<file path="src/design/lvbp_pkg.sv">
// Shared types and constants of the length-prefixed value bit packer.
`default_nettype none
package lvbp_pkg;

    localparam int DATA_W  = 32;   // token_count and packed_word width
    localparam int TOTAL_W = 17;   // total_bits width
    localparam int CODE_W  = 64;   // widest code: twice the widest value
    localparam int LEN_W   = 7;    // holds a code length up to CODE_W

    localparam logic [TOTAL_W-1:0] TOTAL_MAX = {TOTAL_W{1'b1}};

    typedef struct packed {
        logic [DATA_W-1:0] token_count;
        logic              end_of_vector;
    } in_word_t;

    typedef struct packed {
        logic [DATA_W-1:0]  packed_word;
        logic               final_word;
        logic [TOTAL_W-1:0] total_bits;
    } out_word_t;

    // One classified item: code top-aligned, its length, end mark, running total.
    typedef struct packed {
        logic [CODE_W-1:0]  code;
        logic [LEN_W-1:0]   len;
        logic               last;
        logic [TOTAL_W-1:0] total;
    } entry_t;

endpackage
`default_nettype wire

</file>
<file path="src/design/lvbp_front.sv">
// Front end: measures each value, builds its code and keeps the running bit total.
`default_nettype none
module lvbp_front #(
    parameter int VALUE_WIDTH  = 32,
    parameter int MAX_ELEMENTS = 1024
) (
    input  wire                 clk,
    input  wire                 rst_n,
    input  wire                 token_valid,
    input  lvbp_pkg::in_word_t  token,
    input  wire                 q_full,
    output logic                push,
    output lvbp_pkg::entry_t    entry
);
    import lvbp_pkg::*;

    localparam int RAW_LIMIT   = 2 * VALUE_WIDTH * MAX_ELEMENTS;
    localparam int TOTAL_LIMIT = (RAW_LIMIT < int'(TOTAL_MAX)) ? RAW_LIMIT : int'(TOTAL_MAX);
    localparam int NB_W        = $clog2(VALUE_WIDTH + 1);

    logic [TOTAL_W-1:0]     total_reg;
    logic [TOTAL_W-1:0]     total_next;
    logic [VALUE_WIDTH-1:0] value;
    logic [NB_W-1:0]        nbits;
    logic [LEN_W-1:0]       len;
    logic [CODE_W-1:0]      code_raw;
    logic [TOTAL_W:0]       sum;
    logic [TOTAL_W-1:0]     total_sat;

    assign push  = token_valid && !q_full;
    assign value = token.token_count[VALUE_WIDTH-1:0];

    // Bit length of the value, one for zero.
    always_comb
    begin
        nbits = NB_W'(1);
        for (int i = 0; i < VALUE_WIDTH; i++)
        begin
            if (value[i])
            begin
                nbits = NB_W'(i + 1);
            end
        end
    end

    assign len       = LEN_W'({nbits, 1'b0});
    assign code_raw  = CODE_W'(value) | (CODE_W'(1) << nbits);
    assign sum       = {1'b0, total_reg} + (TOTAL_W + 1)'(len);
    assign total_sat = (sum > (TOTAL_W + 1)'(TOTAL_LIMIT)) ? TOTAL_W'(TOTAL_LIMIT)
                                                            : sum[TOTAL_W-1:0];

    always_comb
    begin
        entry.code  = code_raw << (LEN_W'(CODE_W) - len);
        entry.len   = len;
        entry.last  = token.end_of_vector;
        entry.total = total_sat;
    end

    // Restart the total after the vector's last element.
    always_comb
    begin
        total_next = total_reg;
        if (push)
        begin
            total_next = token.end_of_vector ? '0 : total_sat;
        end
    end

    always_ff @(posedge clk or negedge rst_n)
    begin
        if (!rst_n)
        begin
            total_reg <= '0;
        end
        else
        begin
            total_reg <= total_next;
        end
    end

endmodule
`default_nettype wire

</file>
<file path="src/design/lvbp_queue.sv">
// Two-entry queue of classified items between front and back.
`default_nettype none
module lvbp_queue (
    input  wire               clk,
    input  wire               rst_n,
    input  wire               push,
    input  lvbp_pkg::entry_t  push_entry,
    input  wire               pop,
    output logic              q_valid,
    output logic              q_full,
    output lvbp_pkg::entry_t  q_entry
);
    import lvbp_pkg::*;

    entry_t     slot_reg [2];
    logic       wr_ptr_reg;
    logic       wr_ptr_next;
    logic       rd_ptr_reg;
    logic       rd_ptr_next;
    logic [1:0] count_reg;
    logic [1:0] count_next;

    assign q_valid = (count_reg != 2'd0);
    assign q_full  = (count_reg == 2'd2);
    assign q_entry = slot_reg[rd_ptr_reg];

    always_comb
    begin
        wr_ptr_next = push ? !wr_ptr_reg : wr_ptr_reg;
        rd_ptr_next = pop ? !rd_ptr_reg : rd_ptr_reg;
        count_next  = count_reg + {1'b0, push} - {1'b0, pop};
    end

    always_ff @(posedge clk or negedge rst_n)
    begin
        if (!rst_n)
        begin
            wr_ptr_reg <= 1'b0;
            rd_ptr_reg <= 1'b0;
            count_reg  <= 2'd0;
        end
        else
        begin
            wr_ptr_reg <= wr_ptr_next;
            rd_ptr_reg <= rd_ptr_next;
            count_reg  <= count_next;
        end
    end

    always_ff @(posedge clk)
    begin
        if (push)
        begin
            slot_reg[wr_ptr_reg] <= push_entry;
        end
    end

endmodule
`default_nettype wire

</file>
<file path="src/design/lvbp_back.sv">
// Back end: appends codes to the bit accumulator and emits full and flushed words.
`default_nettype none
module lvbp_back #(
    parameter int WORD_WIDTH = 32
) (
    input  wire                 clk,
    input  wire                 rst_n,
    input  wire                 q_valid,
    input  lvbp_pkg::entry_t    q_entry,
    output logic                pop,
    output logic                word_valid,
    input  wire                 word_stall,
    output lvbp_pkg::out_word_t word
);
    import lvbp_pkg::*;

    localparam int AW = WORD_WIDTH + CODE_W;
    localparam int CW = $clog2(AW + 1);

    logic [AW-1:0]          acc_reg;
    logic [AW-1:0]          acc_next;
    logic [CW-1:0]          cnt_reg;
    logic [CW-1:0]          cnt_next;
    logic                   last_reg;
    logic                   last_next;
    logic [TOTAL_W-1:0]     total_reg;
    logic [TOTAL_W-1:0]     total_next;
    logic                   out_valid_reg;
    logic                   out_valid_next;
    out_word_t              out_reg;
    out_word_t              out_next;

    logic [AW-1:0]          code_ext;
    logic [AW-1:0]          cur_acc;
    logic [CW-1:0]          cur_cnt;
    logic                   cur_last;
    logic [TOTAL_W-1:0]     cur_total;
    logic                   out_free;
    logic                   emit_full;
    logic                   emit_flush;
    logic                   emit;
    logic                   is_final;
    logic [WORD_WIDTH-1:0]  top_word;
    logic [WORD_WIDTH+DATA_W-1:0] word_ext;

    // Load the next code as soon as less than one word is buffered and no vector end is pending.
    assign pop      = q_valid && !last_reg && (cnt_reg < CW'(WORD_WIDTH));
    assign code_ext = {q_entry.code, {WORD_WIDTH{1'b0}}};

    always_comb
    begin
        if (pop)
        begin
            cur_acc   = acc_reg | (code_ext >> cnt_reg);
            cur_cnt   = cnt_reg + CW'(q_entry.len);
            cur_last  = q_entry.last;
            cur_total = q_entry.total;
        end
        else
        begin
            cur_acc   = acc_reg;
            cur_cnt   = cnt_reg;
            cur_last  = last_reg;
            cur_total = total_reg;
        end
    end

    assign out_free   = !out_valid_reg || !word_stall;
    assign emit_full  = (cur_cnt >= CW'(WORD_WIDTH));
    assign emit_flush = cur_last && (cur_cnt != '0) && !emit_full;
    assign emit       = out_free && (emit_full || emit_flush);
    assign is_final   = cur_last && (emit_flush || (cur_cnt == CW'(WORD_WIDTH)));
    assign top_word   = cur_acc[AW-1 -: WORD_WIDTH];
    assign word_ext   = {{DATA_W{1'b0}}, top_word};

    always_comb
    begin
        acc_next       = cur_acc;
        cnt_next       = cur_cnt;
        last_next      = cur_last;
        total_next     = cur_total;
        out_next       = out_reg;
        out_valid_next = out_valid_reg && word_stall;
        if (emit)
        begin
            // Drop the emitted word; bits below the fill level are always zero.
            acc_next             = cur_acc << WORD_WIDTH;
            cnt_next             = emit_flush ? '0 : cur_cnt - CW'(WORD_WIDTH);
            out_valid_next       = 1'b1;
            out_next.packed_word = word_ext[DATA_W-1:0];
            out_next.final_word  = is_final;
            out_next.total_bits  = is_final ? cur_total : '0;
            if (is_final)
            begin
                last_next  = 1'b0;
                total_next = '0;
            end
        end
    end

    always_ff @(posedge clk or negedge rst_n)
    begin
        if (!rst_n)
        begin
            acc_reg       <= '0;
            cnt_reg       <= '0;
            last_reg      <= 1'b0;
            total_reg     <= '0;
            out_valid_reg <= 1'b0;
        end
        else
        begin
            acc_reg       <= acc_next;
            cnt_reg       <= cnt_next;
            last_reg      <= last_next;
            total_reg     <= total_next;
            out_valid_reg <= out_valid_next;
        end
    end

    always_ff @(posedge clk)
    begin
        out_reg <= out_next;
    end

    assign word_valid = out_valid_reg;
    assign word       = out_reg;

endmodule
`default_nettype wire

</file>
<file path="src/design/length_prefixed_value_bit_packer.sv">
// Top level of the length-prefixed value bit packer.
// An item that completes a word passes the queue slot, then the output register.
// Throughput: one word per cycle at the output while the receiver does not stall; the
// back end takes no new item while a word or more is buffered, draining one word a cycle.
// The front takes one item per cycle while the two-entry queue has room.
// Reset clears the accumulator, the fill count, the running total and all valid flags.
`default_nettype none
module length_prefixed_value_bit_packer #(
    parameter int VALUE_WIDTH  = 32,
    parameter int WORD_WIDTH   = 32,
    parameter int MAX_ELEMENTS = 1024
) (
    input  wire                 clk,
    input  wire                 rst_n,
    input  wire                 token_valid,
    output logic                token_stall,
    input  lvbp_pkg::in_word_t  token,
    output logic                word_valid,
    input  wire                 word_stall,
    output lvbp_pkg::out_word_t word
);
    import lvbp_pkg::*;

    logic   push;
    logic   pop;
    logic   q_valid;
    logic   q_full;
    entry_t push_entry;
    entry_t q_entry;

    assign token_stall = q_full;

    lvbp_front #(
        .VALUE_WIDTH (VALUE_WIDTH),
        .MAX_ELEMENTS(MAX_ELEMENTS)
    ) u_front (
        .clk        (clk),
        .rst_n      (rst_n),
        .token_valid(token_valid),
        .token      (token),
        .q_full     (q_full),
        .push       (push),
        .entry      (push_entry)
    );

    lvbp_queue u_queue (
        .clk       (clk),
        .rst_n     (rst_n),
        .push      (push),
        .push_entry(push_entry),
        .pop       (pop),
        .q_valid   (q_valid),
        .q_full    (q_full),
        .q_entry   (q_entry)
    );

    lvbp_back #(
        .WORD_WIDTH(WORD_WIDTH)
    ) u_back (
        .clk       (clk),
        .rst_n     (rst_n),
        .q_valid   (q_valid),
        .q_entry   (q_entry),
        .pop       (pop),
        .word_valid(word_valid),
        .word_stall(word_stall),
        .word      (word)
    );

endmodule
`default_nettype wire

</file>
<file path="config.mk">
export PLATFORM = sky130hd
export DESIGN_NAME = length_prefixed_value_bit_packer
export DESIGN_NICKNAME = d
export VERILOG_FILES = /design/src/design/lvbp_pkg.sv /design/src/design/lvbp_front.sv /design/src/design/lvbp_queue.sv /design/src/design/lvbp_back.sv /design/src/design/length_prefixed_value_bit_packer.sv
export SDC_FILE = /design/constraint.sdc
export NUM_CORES = 1
export LEC_CHECK = 0
export BUFFER_PORTS_ARGS = -buffer_cell sky130_fd_sc_hd__buf_2
export CAP_MARGIN = 15
export CORE_ASPECT_RATIO = 0.9
export CORE_UTILIZATION = 57
export CTS_CLUSTER_DIAMETER = 200
export DETAILED_ROUTE_END_ITERATION = 8
export PLACE_DENSITY = 0.78
export SETUP_SLACK_MARGIN = 0.4
export SKIP_CTS_REPAIR_TIMING = 1
export SYNTH_ARGS = -nofsm -noshare
export SYNTH_HDL_FRONTEND = slang
export SYNTH_SLANG_ARGS = --single-unit
</file>
<file path="constraint.sdc">
create_clock -name clk -period 5.1 [get_ports clk]
set_input_delay 1.275 -clock clk [delete_from_list [all_inputs] [get_ports clk]]
set_output_delay 1.275 -clock clk [all_outputs]
set_load 0.02 [all_outputs]
</file>
==> results of run 1 <==
==> synth_stat cells (all sizes together), types with 35 or more instances <==
| cell type | instances |
|---|---|
| o21ai | 58 |
| a21oi | 158 |
| inv | 72 |
| dfrtp | 142 |
| nor2 | 229 |
| clkbuf | 77 |
| buf | 48 |
| mux4 | 82 |
| nand2 | 256 |
| edfxtp | 226 |
| a31oi | 35 |
| mux2i | 195 |
==> final timing paths <==
| path | from | end | slack (ns) | depth (start not counted) |
|---|---|---|---|---|
| worst min-delay path | u_back.acc_reg[14]$_DFF_PN0_ | u_back.acc_reg[14]$_DFF_PN0_ | 0.48 | 2 |
| worst max register to register | u_queue.rd_ptr_reg$_DFFE_PN0P_ | u_back.acc_reg[94]$_DFF_PN0_ | 0.92 | 15 |
| max in group asynchronous | rst_n | u_back.cnt_reg[1]$_DFF_PN0_ | 3.23 | 2 |
| worst max-delay path | token[8] | u_front.total_reg[8]$_DFFE_PN0P_ | 0.29 | 19 |
| min in group asynchronous | rst_n | u_back.acc_reg[1]$_DFF_PN0_ | 0.75 | 1 |
| worst min register to register | u_back.acc_reg[14]$_DFF_PN0_ | u_back.acc_reg[14]$_DFF_PN0_ | 0.48 | 2 |
==> worst max-delay path, cell delays in order <==
cell,delay (ns)
buf_6,0.09
or2_4,0.25
o311ai_4,0.36
a211oi_4,0.13
a21oi_4,0.21
ha_4,0.16
inv_2,0.03
fa_2,0.32
and2b_4,0.28
o31ai_4,0.10
buf_6,0.15
a211oi_2,0.23
a211o_1,0.18
nand4_1,0.10
or4b_4,0.59
a31oi_4,0.29
nand2_4,0.11
clkbuf_16,0.18
o31ai_4,0.18
==> power by group <==
part / total (W) / internal [W] / switching, W
Clock: 0.00269 / 0.00153 / 0.00115
Sequential: 0.00486 / 0.00442 / 0.000444
Combinational: 0.00795 / 0.00296 / 0.00498
Total: 0.0155 / 0.00891 / 0.00658
==> per-stage QoR <==
stage	std cells	cell area, µm²	worst slack, ns
after floorplan	1934	21300	-0.901
after global placement	2546	23200	-0.120
after detailed placement	2546	23200	-0.249
after CTS	2614	24400	0.291
after global routing	2625	24800	0.249
final	2625	24800	0.289
==> cell type report <==
type                            instances  area share [%]
Multi-Input combinational cell       1367            41.8
Sequential cell                       368            41.7
Timing Repair Buffer                  272            8.16
Clock buffer                           51            4.16
Tap cell                              476            2.40
Inverter                               74            1.13
Clock inverter                         17           0.641
==> kinds of logic (layout without fill, tap and decap cells) <==
family | count (synthesis) | after routing | share of synthesized area, %
xor gates and xnor gates | 17 | 17 | 0.708
muxes | 296 | 296 | 19.1
AOI/OAI and AO/OA | 397 | 397 | 12.5
adders and majority gates | 22 | 22 | 1.38
buffers and inverters | 199 | 414 | 3.87
and+or+nand+nor | 635 | 635 | 13.3
DFF | 368 | 368 | 49.2
==> layer usage <==
metal / track usage (%) / vias up / share of wire (%)
li1: - / 7505 / -
met4: 12.3 / 0 / 4.0
met5: 0 / - / 0
met3: 4.30 / 141 / 6.9
met1: 41.6 / 8151 / 41
met2: 49.7 / 739 / 48
==> qor.txt, run 1 <==
IO Pins -> 89
Gr ovfl total -> 0
# H-tree levels -> 2
Gpl congestion -> 0.932
Commonest non-fill, non-tap cell in the layout -> nand2_1
F_max -> 0.208 GHz
Sequential area share after synthesis -> 49.2%
CP max FO -> 6
Maximum clock path buffer count -> 3
Final Hold Viols -> 0
Vias in the first global route -> 16100
Max-slew headroom -> 39.4%
Core Region -> 36300 µm²
Post-synth top area cell -> edfxtp_1
Nets@finish -> 2179
Total GRT Usage -> 30.6%
Min cycle time layout -> 4.81 ns
ANT nets after route -> 0
DR vias -> 16500
Final Total Pwr -> 0.0155 W
Max Cap Violations -> 0
Via density -> 6.30
Post-synthesis register bit count -> 368
Distinct cells, synth -> 94
WS Path Type -> input port to flip-flop
Wire length per cell -> 21.9 µm
Clk_skew -> 0.0219 ns
Multi-input logic area -> 10400 µm²
Sequential Area -> 10300 µm²
Final Max Slew Viols -> 0
Largest net degree at the start of global routing -> 87
Vert. Die Dim -> 184 µm
Dominant cells by area after synthesis -> edfxtp_1 32%, dfrtp_1 17%, mux2i_1 9.3%
Worst EP required -> 5.54 ns
DIE AREA -> 37700 µm²
Starting Density -> 58.0%
TritonCTS clock tree -> done
Sink Count -> 368
Post-DP HPWL -> 41200 µm
Leak pwr -> 10.5 nW
Synthesis-to-layout area growth -> 18.0%
Ys flop type -> edfxtp_1
Fraction of layout cells with a size suffix above 1 -> 24.6%
Hold_ws -> 0.477 ns
Unrepaired setup endpoints after global routing -> true
WL final -> 57400 µm
First-pass GRT wire length -> 89100 µm
Register clock-pin slew on the reported worst setup and hold paths -> 0.06 ns
Synth Instances -> 1934
Skew-Pair Late Insertion Delay -> 0.55 ns
Final core occ -> 68.4%
Diode count -> 0
Syn Area/Cell -> 10.9 µm²
Post-route DRC -> 0
Share of the synthesized area in the top cell type -> 32.3%
Pre-antenna DRT Iters -> 6
Initial antenna violation count -> 0
Crit path arrival time -> 5.25 ns
Worst Setup End Kind -> flip-flop
CP Launch Type -> input port
Commonest non-fill, non-tap cells in the layout -> 254 x nand2_1, 226 x edfxtp_1, 212 x nor2_1
Endpoints failing setup -> 0
Crit share post-route -> 94.3%
Class of the worst hold path -> flip-flop to flip-flop
Initial DRC count -> 1695
Syn Nets -> 1993
Ys Warns -> 0
Worst vdd ir -> 420 µV
Synth async-reset ratio -> 38.6%
Post-synthesis instance area -> 21000 µm²
Number of buffers added on ports -> 88
PwrDens -> 625 nW/µm²
Fill count -> 2608
Actual slew at the worst max-slew pin -> 0.905 ns
Max reg flops -> 176
Die X -> 204 µm
Post-synth EDFFs -> 226
Setup TNS -> 0 ns
# rows -> 66
CTS root buf -> clkbuf_16
CTS Buf Count -> 37
Status -> completed
No activity file was read; power rests on OpenSTA's default activity.
==> run 2, diff against run 1 <==
Settings changed: ABC_AREA from default to 1, CORE_UTILIZATION 57 to 56, PLACE_DENSITY 0.78 to 0.76.
==> run 2 against run 1 <==
Against the previous run:
- the flow now finishes with violations (negative setup slack)
- hold slack improved by 0.015 ns
- combinational power shrank 5.9%
- cell count increased by 17%
- final area fell by 5.5%
- power shrank 2.4%
- critical path type unchanged
- critical endpoint is now u_front.total_reg[2]$_DFFE_PN0P_
- largest power group unchanged
- highest routed layer unchanged
==> qor.txt, run 2 <==
Nets@finish -> 2614 (+20%)
# H-tree levels -> 2 (unchanged)
F_max -> 0.192 GHz (-7.4%)
Post-synthesis instance area -> 20400 µm² (-2.7%)
CP Launch Type -> input port
Post-route DRC -> 0 (unchanged)
Share of the synthesized area in the top cell type -> 33.2% (+0.91 points)
DIE AREA -> 37300 µm² (-0.98%)
Final cell count without fillers -> 3062 (+17%)
Ys Warns -> 0 (unchanged)
CTS root buf -> clkbuf_16
Post-DP HPWL -> 38200 µm (-7.3%)
Final Max Slew Viols -> 0 (unchanged)
Post-synthesis register bit count -> 368 (unchanged)
Setup TNS -> -0.813 ns (-0.813 ns)
Leak pwr -> 10.6 nW (+1.8%)
Post-synth EDFFs -> 226 (unchanged)
Worst vdd ir -> 551 µV (+31%)
Synth async-reset ratio -> 38.6% (unchanged)
Distinct cells, synth -> 50 (-47%)
Worst Setup End Kind -> flip-flop
Slowest cell on crit path -> fa_2
Actual slew at the worst max-slew pin -> 0.934 ns (+0.0295 ns)
IO Pins -> 89 (unchanged)
Top-count cell post-synth -> nand2_1
Syn Area/Cell -> 8.31 µm² (-24%)
Commonest non-fill, non-tap cell in the layout -> nand2_1
Skew-Pair Late Insertion Delay -> 0.54 ns (about the same)
Die X -> 203 µm (-0.49%)
Max reg flops -> 176 (unchanged)
Crit path arrival time -> 5.61 ns (+0.36 ns)
Via density -> 5.89 (-6.5%)
Hold_ws -> 0.493 ns (+0.0154 ns)
Vert. Die Dim -> 183 µm (-0.49%)
Worst EP required -> 5.52 ns (-0.02 ns)
Largest net degree at the start of global routing -> 90 (+3.4%)
WL final -> 55900 µm (-2.7%)
Maximum clock path buffer count -> 3 (unchanged)
Number of buffers added on ports -> 88 (unchanged)
DR vias -> 18000 (+9.0%)
Initial DRC count -> 1864 (+10%)
Gpl congestion -> 0.958 (+2.7%)
Endpoints failing setup -> 31 (+31)
Largest stage delay, worst path -> 0.35 ns (-0.24 ns)
Sink Count -> 368 (unchanged)
Starting Density -> 56.7% (-1.3 points)
Fraction of layout cells with a size suffix above 1 -> 14.7% (-9.9 points)
WS Path Type -> input port to flip-flop
Post-place setup slack -> -0.682 ns (-0.433 ns)
CTS Buf Count -> 39 (+5.4%)
CP max FO -> 7 (+1)
Register clock-pin slew on the reported worst setup and hold paths -> 0.06 ns (about the same)
Dpl cells -> 2982 (+17%)
Unrepaired setup endpoints after global routing -> true
Max Cap Violations -> 0 (unchanged)
Ys flop type -> edfxtp_1
Post-synth top area cell -> edfxtp_1
Vias in the first global route -> 17000 (+5.5%)
Status -> finished, violations left
Max-slew headroom -> 37.7% (-1.7 points)
Pre-antenna DRT Iters -> 6 (unchanged)
Failing checks -> negative setup slack
CP dominant cell by count -> nand2_1
ANT nets after route -> 0 (unchanged)
Core Region -> 36100 µm² (-0.46%)
PwrDens -> 646 nW/µm² (+3.3%)
Synth Instances -> 2461 (+27%)
Syn Nets -> 2520 (+26%)
Wire length per cell -> 18.3 µm (-17%)
Dominant cells by area after synthesis -> edfxtp_1 33%, dfrtp_1 17%, nand2_1 11%
Class of the worst hold path -> flip-flop to flip-flop
Commonest non-fill, non-tap cells in the layout -> 611 x nand2_1, 308 x nand3_1, 234 x o21ai_0
Sequential area share after synthesis -> 50.6% (+1.4 points)
TritonCTS clock tree -> done
Final WS setup -> -0.0980 ns (-0.387 ns)
Synthesis-to-layout area growth -> 14.6%
# rows -> 66 (unchanged)
Total GRT Usage -> 30.0% (-0.59 points)
Min cycle time layout -> 5.20 ns (+0.387 ns)
Gr ovfl total -> 0 (unchanged)
Final Hold Viols -> 0 (unchanged)
First-pass GRT wire length -> 89300 µm (+0.13%)
Top post-synthesis cells by count -> 619 x nand2_1, 312 x nand3_1, 245 x o21ai_0, 226 x edfxtp_1, 221 x nor2_1
Initial antenna violation count -> 0 (unchanged)
Clk_skew -> 0.0150 ns (-0.00689 ns)
Diode count -> 0 (unchanged)
Crit share post-route -> 102% (+7.6 points)
## run 2: cell types whose count changed after synthesis, sizes merged, moves of 118 or more
cell,before,now
a21oi,158,40
inv,72,195
mux2i,195,74
nand2,256,623
nand3,25,320
o21ai,58,262
## run 2: critical path, delay by kind of cell
family | cells | cell delay [ns]
compound gates | 6 | 1.13
xor+xnor | 1 | 0.18
fa+ha+maj | 2 | 0.47
buf+inv | 6 | 0.42
simple gates | 35 | 2.14
## run 2: area by class of cell
type	instances	area, µm²
Inverter	197	759
Tap cell	476	596
Clock buffer	48	1070
Sequential cell	368	10300
Fill cell	2949	12700
Timing Repair Buffer	206	1500
Multi-Input combinational cell	1743	8890
Clock inverter	24	268
## run 2: per-layer routing
| layer | global-route usage, % | vias to the layer above | routed length, µm |
|---|---|---|---|
| met3 | 3.94 | 112 | 4050 |
| met4 | 8.90 | 0 | 1610 |
| met5 | 0 | - | 0 |
| met2 | 48.0 | 902 | 25900 |
| met1 | 42.7 | 8502 | 24300 |
| li1 | - | 8511 | - |
## run 2: cell families after synthesis
kind of cell	Yosys count	share of synthesized area, %
buf+inv	350	6.85
compound gates	418	11.6
xor+xnor	19	0.814
mux	74	3.62
flops	368	50.6
simple gates	1210	25.1
fa+ha+maj	22	1.42
## run 2: final timing paths
kind | to | slack, ns | cells past startpoint | start
setup / recovery | u_front.total_reg[2]$_DFFE_PN0P_ | -0.1 | 50 | token[3]
hold / removal | u_back.acc_reg[31]$_DFF_PN0_ | 0.49 | 2 | u_back.acc_reg[31]$_DFF_PN0_
setup reg to reg | u_back.word[45]$_DFFE_PP_ | 0.82 | 21 | u_queue.rd_ptr_reg$_DFFE_PN0P_
hold reg to reg | u_back.acc_reg[31]$_DFF_PN0_ | 0.49 | 2 | u_back.acc_reg[31]$_DFF_PN0_
max in group asynchronous | u_back.acc_reg[86]$_DFF_PN0_ | 3.45 | 2 | rst_n
min in group asynchronous | u_back.total_reg[6]$_DFF_PN0_ | 0.76 | 1 | rst_n
## run 2: per-stage QoR
step                power, W  instance area (µm²)  util [%]
global placement      0.0118                21900      60.6
finish                0.0151                23400      64.9
detailed placement    0.0119                21900      60.6
floorplan            0.00977                20500         -
CTS                   0.0149                23200      64.3
global route          0.0161                23400      64.9
## run 2: power breakdown
group	switching [W]	leakage, nW	internal, W
Combinational	0.00519	5.97	0.00228
Clock	0.00120	0.656	0.00176
Sequential	0.000297	4.02	0.00439
